--- config.mk ---
export PLATFORM = sky130hd
export DESIGN_NAME = htfa_select
export DESIGN_NICKNAME = d
export VERILOG_FILES = /design/src/rtl/htfa_pkg.sv /design/src/rtl/htfa_select.sv
export SDC_FILE = /design/constraint.sdc
export NUM_CORES = 1
export LEC_CHECK = 0
export BUFFER_PORTS_ARGS = -buffer_cell sky130_fd_sc_hd__buf_2
export CAP_MARGIN = 20
export CORE_UTILIZATION = 50
export CTS_CLUSTER_SIZE = 24
export DETAILED_ROUTE_END_ITERATION = 7
export GPL_ROUTABILITY_DRIVEN = 0
export PLACE_DENSITY_LB_ADDON = 0.15
export SLEW_MARGIN = 20
export SYNTH_ARGS = -nofsm -noshare
export SYNTH_HDL_FRONTEND = slang
export SYNTH_SLANG_ARGS = --single-unit
--- constraint.sdc ---
create_clock -name clk -period 6.2 [get_ports clk]
set_input_delay 0.31 -clock clk [delete_from_list [all_inputs] [get_ports clk]]
set_output_delay 0.31 -clock clk [all_outputs]
set_load 0.01 [all_outputs]
--- src/rtl/htfa_pkg.sv ---
// Shared definitions for the hole table fit allocator.
// Fit policy codes and fixed port widths; no dependencies.
`timescale 1ns / 1ps

package htfa_pkg;

  // fixed widths of the external fields
  localparam int IDX_PORT_W = 11;
  localparam int AMT_PORT_W = 16;
  localparam int POL_W      = 2;

  typedef logic [POL_W-1:0] policy_t;

  // fit policy codes
  localparam policy_t POL_FIRST = 2'd0;
  localparam policy_t POL_NEXT  = 2'd1;
  localparam policy_t POL_BEST  = 2'd2;
  localparam policy_t POL_WORST = 2'd3;

endpackage

--- src/rtl/htfa_select.sv ---
// Candidate selector for the hole table scan: keeps the chosen hole.
// Depends on htfa_pkg for the fit policy codes.
`timescale 1ns / 1ps

module htfa_select import htfa_pkg::*; #(
  parameter int IDXW      = 11,
  parameter int SIZE_BITS = 16
) (
  input  logic                 clk,
  input  logic                 clr,
  input  policy_t              policy,
  input  logic                 vld,
  input  logic [SIZE_BITS-1:0] data,
  input  logic [IDXW-1:0]      tag,
  input  logic [SIZE_BITS-1:0] amt,
  output logic                 found,
  output logic [IDXW-1:0]      pick,
  output logic [SIZE_BITS-1:0] best
);

  logic                 found_r, found_nxt;
  logic [IDXW-1:0]      pick_r, pick_nxt;
  logic [SIZE_BITS-1:0] best_r, best_nxt;
  logic                 fits;
  logic                 take;

  // does this entry beat the current candidate
  always_comb begin
    fits = (data >= amt);
    case (policy)
      POL_FIRST, POL_NEXT: take = fits && !found_r;
      POL_BEST:            take = fits && (!found_r || (data <= best_r));
      POL_WORST:           take = fits && (!found_r || (data >= best_r));
      default:             take = 1'b0;
    endcase
  end

  // candidate update
  always_comb begin
    found_nxt = found_r;
    pick_nxt  = pick_r;
    best_nxt  = best_r;
    if (clr) begin
      found_nxt = 1'b0;
    end else if (vld && take) begin
      found_nxt = 1'b1;
      pick_nxt  = tag;
      best_nxt  = data;
    end
  end

  always_ff @(posedge clk) begin
    found_r <= found_nxt;
    pick_r  <= pick_nxt;
    best_r  <= best_nxt;
  end

  assign found = found_r;
  assign pick  = pick_r;
  assign best  = best_r;

endmodule

---- Word level (Yosys, flattened, before mapping) ----
Index checks and enable logic that the tools add are counted.
storage, ports and cells
  output and inout port bits .............. 28
  bits of input ports ..................... 48
  register bits after elaboration ......... 28
  logic and storage cells ................. 21
operators by class
  reductions and logical operators ........ 10
  equal/unequal tests ..................... 3
  bitwise gates (word level) .............. 1
  $lt $le $gt $ge ......................... 3
  muxes and demuxes ....................... 1
operator list
  cell                                                                   number
  16-bit greater-or-equal comparator                                     2
  16-bit <= comparator                                                   1
  2-bit equality test, second input constant                             2
  1-bit logical AND                                                      4
  1-bit case mux with 3 select lines                                     1
  2-bit by 1-bit equality test with 1-bit output, second input constant  1
  2-bit logical NOT                                                      1
  1-bit logical OR                                                       2
  2-bit AND reduction                                                    1
  2-bit OR reduction                                                     1
  1-bit logical NOT                                                      1
  1-bit NOT                                                              1

---- Logic depth before layout (Yosys ltp) ----
Gate-level depths: netlist (run 1).
  depth after elaboration ................. 6
  gate-level depth with buffers ........... 8
  depth with buffers taken out ............ 8

---- Worst setup path before layout (run 1) ----
Ideal clock, no wire load.
  path kind ............................... register to register
  start ................................... reg best_r[1] (netlist: best[1])
  end ..................................... reg best_r[0] (netlist: best[0]), enable pin
  library setup time ...................... 0.461 ns
  arrival ................................. 3.859 ns
  required time ........................... 5.739 ns
  path slack .............................. 1.879 ns
  path buffers ............................ 0
  period minus slack after synthesis ...... 4.321 ns
  stages on the path, launching flop included .. 9
  cells stage by stage .................... edfxtp_1 > inv_1 > ha_1 > nor2b_1 > o21bai_1 > a2111oi_2 > nor4b_1 > mux2_1 > a311oi_1
on the way
  word-level cells in the longest chain between the ends .. 6
  elaborated cells between the ends (all ways) .. 9
  those cells by class .................... order compare (2); mux (1); reduce/logical (6)
ends and longest elaborated chain
  what                                                                        line                                  RTL
  from (decl)                                                                 htfa_select.sv:23                     logic [SIZE_BITS-1:0] best_r, best_nxt;
  from (signal assigned)                                                      htfa_select.sv:55                     best_r <= best_nxt;
  16-bit greater-or-equal comparator or 16-bit <= comparator (tied branches)  htfa_select.sv:33, htfa_select.sv:32
  1-bit logical OR, on equally long branches                                  htfa_select.sv:33, htfa_select.sv:32
  1-bit logical AND, on equally long branches                                 htfa_select.sv:33, htfa_select.sv:32
  1-bit case mux with 3 select lines (*)                                      htfa_select.sv:30                     case (policy)
  1-bit logical AND (*)                                                       htfa_select.sv:45                     end else if (vld && take) begin
  2-bit AND reduction (no line) (*)                                           --
Every way passes the cells marked *; elsewhere a longest branch is shown, timed or not.
A chain may end at the register's enable or synchronous reset.

---- Worst setup path in the final report (run 1) ----
  start ................................... reg best_r[14] (netlist: best[14])
  end ..................................... reg best_r[5] (netlist: best[5]), enable pin
Same word-level chain as after synthesis.

==> results.py, run 1 <==
metrics = {
    "setup_path": {
        "path_depth": 9,
        "crit_chain": "inv_1 -> ha_1 -> nand4_1 -> or2_1 -> a21oi_1 -> nor4b_1 -> mux2_1 -> a311oi_4 -> buf_4",
        "worstPathArrival_ps": 3270,
        "critPathLaunch": "best[14]",
        "crit_buf_inv": 2,
        "worst_path_largest_cell_delay_ps": 790,
        "cp-end-kind": "flip-flop",
        "cp_slowest_cell": "a311oi_4",
        "crit_type": "flip-flop to flip-flop",
        "rr_endpoint": "best[5]",
        "rrSetupSlack_ps": 2970,
        "cp_top_family": "compound AO/OA/AOI/OAI gates",
        "crit_required_ps": 6240,
        "crit_fanout": 14,
        "crit_path_end": "best[5]",
        "reg2reg_from": "best[14]",
        "r2r_cells": 9,
        "crit_path_start_kind": "flip-flop",
    },
    "synthesis": {
        "yosysTopAreaCellShare_pct": 48.4,
        "syn_area_per_cell_um2": 11.5,
        "synth.area.mux_share_pct": 0.673,
        "ys.flop_type": "edfxtp_1",
        "synth_cells": 145,
        "synth-seq-area-share_pct": 49.6,
        "ys.warnings.count": 0,
        "synth-compound-area-share_pct": 11.0,
        "ys_ff_latch": 28,
        "synth_fa_ha_area_share_pct": 23.9,
        "synth_top_cells_by_count": "35 x inv_1, 32 x ha_1, 27 x edfxtp_1",
        "synth_top_family_by_area": "adder cells",
        "async_flop_share_pct": 0,
        "synthSimpleGateAreaFrac_pct": 6.95,
        "synth_edf_count": 27,
        "synthDistinctLibCells": 24,
        "netlist_area_um2": 1670,
        "synth_top_cell_by_area": "edfxtp_1",
        "yosys-top-cells-area": "edfxtp_1 48%, ha_1 24%, inv_1 7.8%",
        "syn_nets": 225,
        "synthXorXnorAreaFrac_pct": 0,
        "synth_most_common_cell": "inv_1",
    },
    "placed_design": {
        "dp_hpwl_um": 2840,
        "io_buffers": 75,
    },
    "layout": {
        "drive_above_1_share_pct": 36.0,
        "syn2layout_area_growth_pct": 28.8,
        "fill_cells": 266,
        "antenna_cells": 0,
        "multi_input_area_um2": 729,
        "finalNetCount": 306,
        "regArea_um2": 831,
    },
    "global_routing": {
        "track_usage_pct": 20.6,
        "first_global_vias": 1406,
        "grt_pass1_wl_um": 5640,
        "overflow": 0,
        "grt_max_degree": 16,
        "grt_antenna_before_repair": 0,
    },
    "pwr": {
        "irDropWorstVdd_mv": 0.0794,
        "p_leak_nw": 1.12,
        "p_total_w": 0.000371,
        "power_density_nw_per_um2": 172,
    },
    "floorplanning": {
        "die_area_um2": 3580,
        "core_um2": 3100,
        "initial_core_util_pct": 54.0,
        "io_pins": 76,
        "die_w_um": 59.9,
        "die_height_um": 59.9,
        "rows": 20,
    },
    "clocking": {
        "clkTransAtPathRegs_ps": 150,
        "cts-htree-levels": 1,
        "cts_inserted_buffers": 3,
        "numClockSinks": 28,
        "cts_resized": 0,
        "cts_root_buf": "clkbuf_4",
        "cts_hold_buf": 0,
        "clock_latency_ps": 320,
        "post-cts-setup-buffers": 0,
        "cts_tree": "done",
        "cts_buffer_depth": 2,
    },
    "flow_run": {
        "drv_cap": 0,
    },
    "route": {
        "firstDrtPassIters": 4,
        "num_vias": 1358,
        "drc": 0,
        "drtIter0Drc": 25,
        "avgRoutedWirePerCell_um": 12.5,
        "vias_per_cell": 5.05,
        "wirelength_um": 3370,
        "antenna_left": 0,
    },
    "status": {
        "status": "completed",
    },
    "timing": {
        "slew-limit-headroom_pct": 43.6,
        "rsz0062_at_grt": "no",
        "final_max_slew_viol_count": 0,
        "clock_skew_ps": 4.19,
        "fin_crit_sh_pct": 52.0,
        "hold_viol": 0,
        "fmax_mhz": 310,
        "period_minus_slack_ps": 3230,
        "setup_violations": 0,
        "setup-tns-final_ps": 0,
        "worst_pin_slew_ps": 845,
    },
    "min_path": {
        "hold_path.class": "input port to flip-flop",
    },
}
[worst register-to-register path, stage by stage (launching register included)]
cell,delay (ps)
edfxtp_1,430
inv_1,80
ha_1,250
nand4_1,160
or2_1,140
a21oi_1,50
nor4b_1,310
mux2_1,400
a311oi_4,790
buf_4,350
[report_power, final]
group,total [W],leakage (nW),internal [W],switching (W)
Clock,0.0000780,0.0150,0.0000252,0.0000528
Combinational,0.0000742,0.852,0.0000354,0.0000388
Sequential,0.000219,0.255,0.000216,0.00000286
[layout make-up]
| class | count | share of cell area, % |
|---|---|---|
| Timing Repair Buffer | 76 | 17.8 |
| Sequential cell | 28 | 38.5 |
| Clock buffer | 4 | 1.22 |
| Multi-Input combinational cell | 82 | 33.8 |
| Inverter | 35 | 6.09 |
| Tap cell | 44 | 2.55 |
[kinds of logic after synthesis]
logic type,Yosys count
multiplexers,1
adder cells (fa/ha/maj),32
flip-flops,28
buffers and inverters,35
AND/OR/NAND/NOR,21
AO/OA/AOI/OAI,28
[state kept, by name, summed over array words and instances, names as in the netlist]
signal,flops
pick,11
best,16
found,1
[per-stage QoR]
step	instances	utilization, %	hold slack (ps)	instance area [um^2]	setup WS (ps)
2_1_floorplan	145	-	379	1670	1880
3_3_place_gp	265	68.6	488	2130	2980
3_5_place_dp	265	68.6	489	2130	2920
4_1_cts	269	69.5	147	2160	2950
5_1_grt	269	69.5	135	2160	2770
6_report	269	69.5	148	2160	2970
[how the worst min path moves through the flow]
| stage | cells after the start | endpoint | startpoint | slack, ps |
|---|---|---|---|---|
| floorplan | 1 | found | clr | 380 |
| global placement | 1 | pick[4] | tag[4] | 490 |
| detailed placement | 1 | pick[1] | tag[1] | 490 |
| CTS | 1 | pick[1] | tag[1] | 150 |
| global route | 1 | pick[4] | tag[4] | 130 |
| finish | 1 | pick[3] | tag[3] | 150 |
[layout by cell type, fill, tap and decap left out]
master | netlist | final
nor4b_1 | 1 | 1
buf_4 | 0 | 1
a311oi_4 | 0 | 1
or2_1 | 1 | 1
a2111oi_2 | 1 | 1
nand2b_1 | 2 | 2
buf_2 | 0 | 75
o21bai_1 | 1 | 1
a21o_1 | 7 | 7
clkbuf_1 | 0 | 1
clkbuf_4 | 0 | 3
nand3_1 | 5 | 5
nor2b_1 | 1 | 1
o22ai_1 | 1 | 1
o21ai_0 | 2 | 2
nand2_1 | 4 | 4
nand4_1 | 4 | 4
mux2_1 | 1 | 1
edfxtp_1 | 27 | 27
or4_1 | 1 | 1
and3_1 | 1 | 1
a2111oi_0 | 1 | 1
nor2_1 | 1 | 1
a21oi_1 | 12 | 12
a211oi_1 | 2 | 2
inv_1 | 35 | 35
ha_1 | 32 | 32
dfxtp_1 | 1 | 1
[per-layer routing]
metal	routed length [um]	vias up	part of all wire, %	track usage [%]
li1	-	678	-	-
met1	1420	627	42	24.6
met2	1730	51	51	38.4
met3	193	2	5.7	3.46
met4	27	0	0.80	4.65
met5	0	-	0	0
(Power assumes the default switching activity.)
==> run 2: changes to the inputs <==
--- a/config.mk
+++ b/config.mk
@@ -7,7 +7,7 @@
 export LEC_CHECK = 0
 export BUFFER_PORTS_ARGS = -buffer_cell sky130_fd_sc_hd__buf_2
 export CAP_MARGIN = 20
-export CORE_UTILIZATION = 50
+export CORE_UTILIZATION = 42
 export CTS_CLUSTER_SIZE = 24
 export DETAILED_ROUTE_END_ITERATION = 7
 export GPL_ROUTABILITY_DRIVEN = 0
==> constraint.sdc (replaced) <==
create_clock -name clk -period 2.9 [get_ports clk]
set_input_delay 0.145 -clock clk [delete_from_list [all_inputs] [get_ports clk]]
set_output_delay 0.145 -clock clk [all_outputs]
set_load 0.01 [all_outputs]
==> results.py, run 2 (same netlist as run 1, synthesis figures left out) <==
metrics = {
    "layout": {
        "largest_register_ffs": 16,
        "fill_cells": 363,
        "antenna_cells": 0,
        "mostFrequentLayoutCells": "75 x buf_2, 35 x inv_1, 32 x ha_1",
        "syn2layout_area_growth_pct": 32.2,
        "finalNetCount": 307,
        "final_common_cell": "buf_2",
        "drive_above_1_share_pct": 37.2,
    },
    "route": {
        "drc": 0,
        "num_vias": 1347,
        "antenna_left": 0,
        "firstDrtPassIters": 4,
        "vias_per_cell": 4.92,
        "wirelength_um": 3610,
        "avgRoutedWirePerCell_um": 13.2,
        "drtIter0Drc": 21,
    },
    "clocking": {
        "post-cts-setup-buffers": 0,
        "cts_tree": "done",
        "cts_resized": 0,
        "cts_buffer_depth": 2,
        "clkTransAtPathRegs_ps": 100,
        "cts_root_buf": "clkbuf_8",
        "cts-htree-levels": 1,
        "numClockSinks": 28,
        "cts_inserted_buffers": 3,
        "clock_latency_ps": 270,
        "cts_hold_buf": 0,
    },
    "timing": {
        "worst_pin_slew_ps": 413,
        "period_minus_slack_ps": 2670,
        "slew-limit-headroom_pct": 71.8,
        "setup_violations": 0,
        "clock_skew_ps": 3.45,
        "holdWs_ps": 40.7,
        "final_max_slew_viol_count": 0,
        "setup_ws_ps": 226,
        "fmax_mhz": 374,
        "hold_viol": 0,
        "rsz0062_at_grt": "no",
        "fin_crit_sh_pct": 92.2,
    },
    "placed_design": {
        "dp_hpwl_um": 3070,
        "dp_worst_setup_slack_ps": 246,
        "io_buffers": 75,
    },
    "floorplanning": {
        "rows": 22,
        "initial_core_util_pct": 44.7,
        "die_area_um2": 4240,
        "die_height_um": 65.1,
        "io_pins": 76,
        "core_um2": 3740,
        "die_w_um": 65.1,
    },
    "status": {
        "status": "completed",
    },
    "pwr": {
        "power_density_nw_per_um2": 424,
        "p_leak_nw": 1.15,
        "irDropWorstVdd_mv": 0.220,
    },
    "global_routing": {
        "track_usage_pct": 18.2,
        "overflow": 0,
        "grt_pass1_wl_um": 5940,
        "grt_max_degree": 20,
        "grt_antenna_before_repair": 0,
        "first_global_vias": 1372,
    },
    "min_path": {
        "hold_path.class": "input port to flip-flop",
        "min_to": "pick[0]",
        "min_from": "tag[0]",
        "whs_path_depth": 1,
    },
    "setup_path": {
        "rr_endpoint": "best[9]",
        "worstPathArrival_ps": 2640,
        "crit_required_ps": 2870,
        "critPathLaunch": "best[1]",
        "reg2reg_from": "best[1]",
        "crit_fanout": 19,
        "r2r_cells": 9,
        "crit_path_start_kind": "flip-flop",
        "crit_type": "flip-flop to flip-flop",
        "rrSetupSlack_ps": 230,
        "cp-end-kind": "flip-flop",
    },
    "flow_run": {
        "drv_cap": 0,
    },
}
run 2: stage by stage:
| stage | cells | area, um^2 | setup TNS, ps | total power, W | utilization (%) |
|---|---|---|---|---|---|
| floorplan | 145 | 1690 | -2670 | 0.000563 | - |
| global placement | 270 | 2140 | 0 | 0.000633 | 57.2 |
| detailed placement | 270 | 2140 | 0 | 0.000642 | 57.2 |
| CTS | 274 | 2210 | 0 | 0.000946 | 59.1 |
| global route | 274 | 2210 | 0 | 0.000984 | 59.1 |
| finish | 274 | 2210 | 0 | 0.000938 | 59.1 |
run 2: per-layer routing:
metal	vias up	wire (um)	GRT usage [%]
li1	679	-	-
met1	614	1560	23.5
met2	47	1770	32.3
met3	7	226	2.60
met4	0	43	4.08
met5	-	0	0
run 2: layout make-up:
| class | count | area [um^2] | share of cell area [%] |
|---|---|---|---|
| timing repair buffer | 77 | 390 | 17.6 |
| inverter | 35 | 131 | 5.94 |
| multi-input combinational | 82 | 729 | 33.0 |
| tap | 48 | 60.1 | 2.71 |
| clock buffer | 3 | 41.3 | 1.87 |
| clock inverter | 1 | 30.0 | 1.36 |
| sequential | 28 | 831 | 37.5 |
run 2: how the worst max path moves through the flow:
stage | cells past startpoint | to
final | 9 | best[9]
after global routing | 9 | best[5]
after CTS | 9 | best[5]
after detailed placement | 9 | best[11]
after global placement | 9 | best[8]
after floorplan | 8 | best[0]
run 2: report_power, final:
group | total (W) | switching (W) | internal (W) | leakage [nW]
registers | 0.000467 | 0.00000619 | 0.000461 | 0.255
logic | 0.000164 | 0.0000862 | 0.0000773 | 0.858
clock network | 0.000307 | 0.000123 | 0.000185 | 0.0357
total | 0.000938 | 0.000215 | 0.000723 | 1.15
run 2: critical path, stage by stage (launching register included):
cell	delay (ps)
edfxtp_1	390
inv_1	70
ha_1	230
nor2b_1	140
o21bai_1	180
a2111oi_2	100
nor4b_1	270
mux2_2	400
a311oi_4	260
buf_4	320
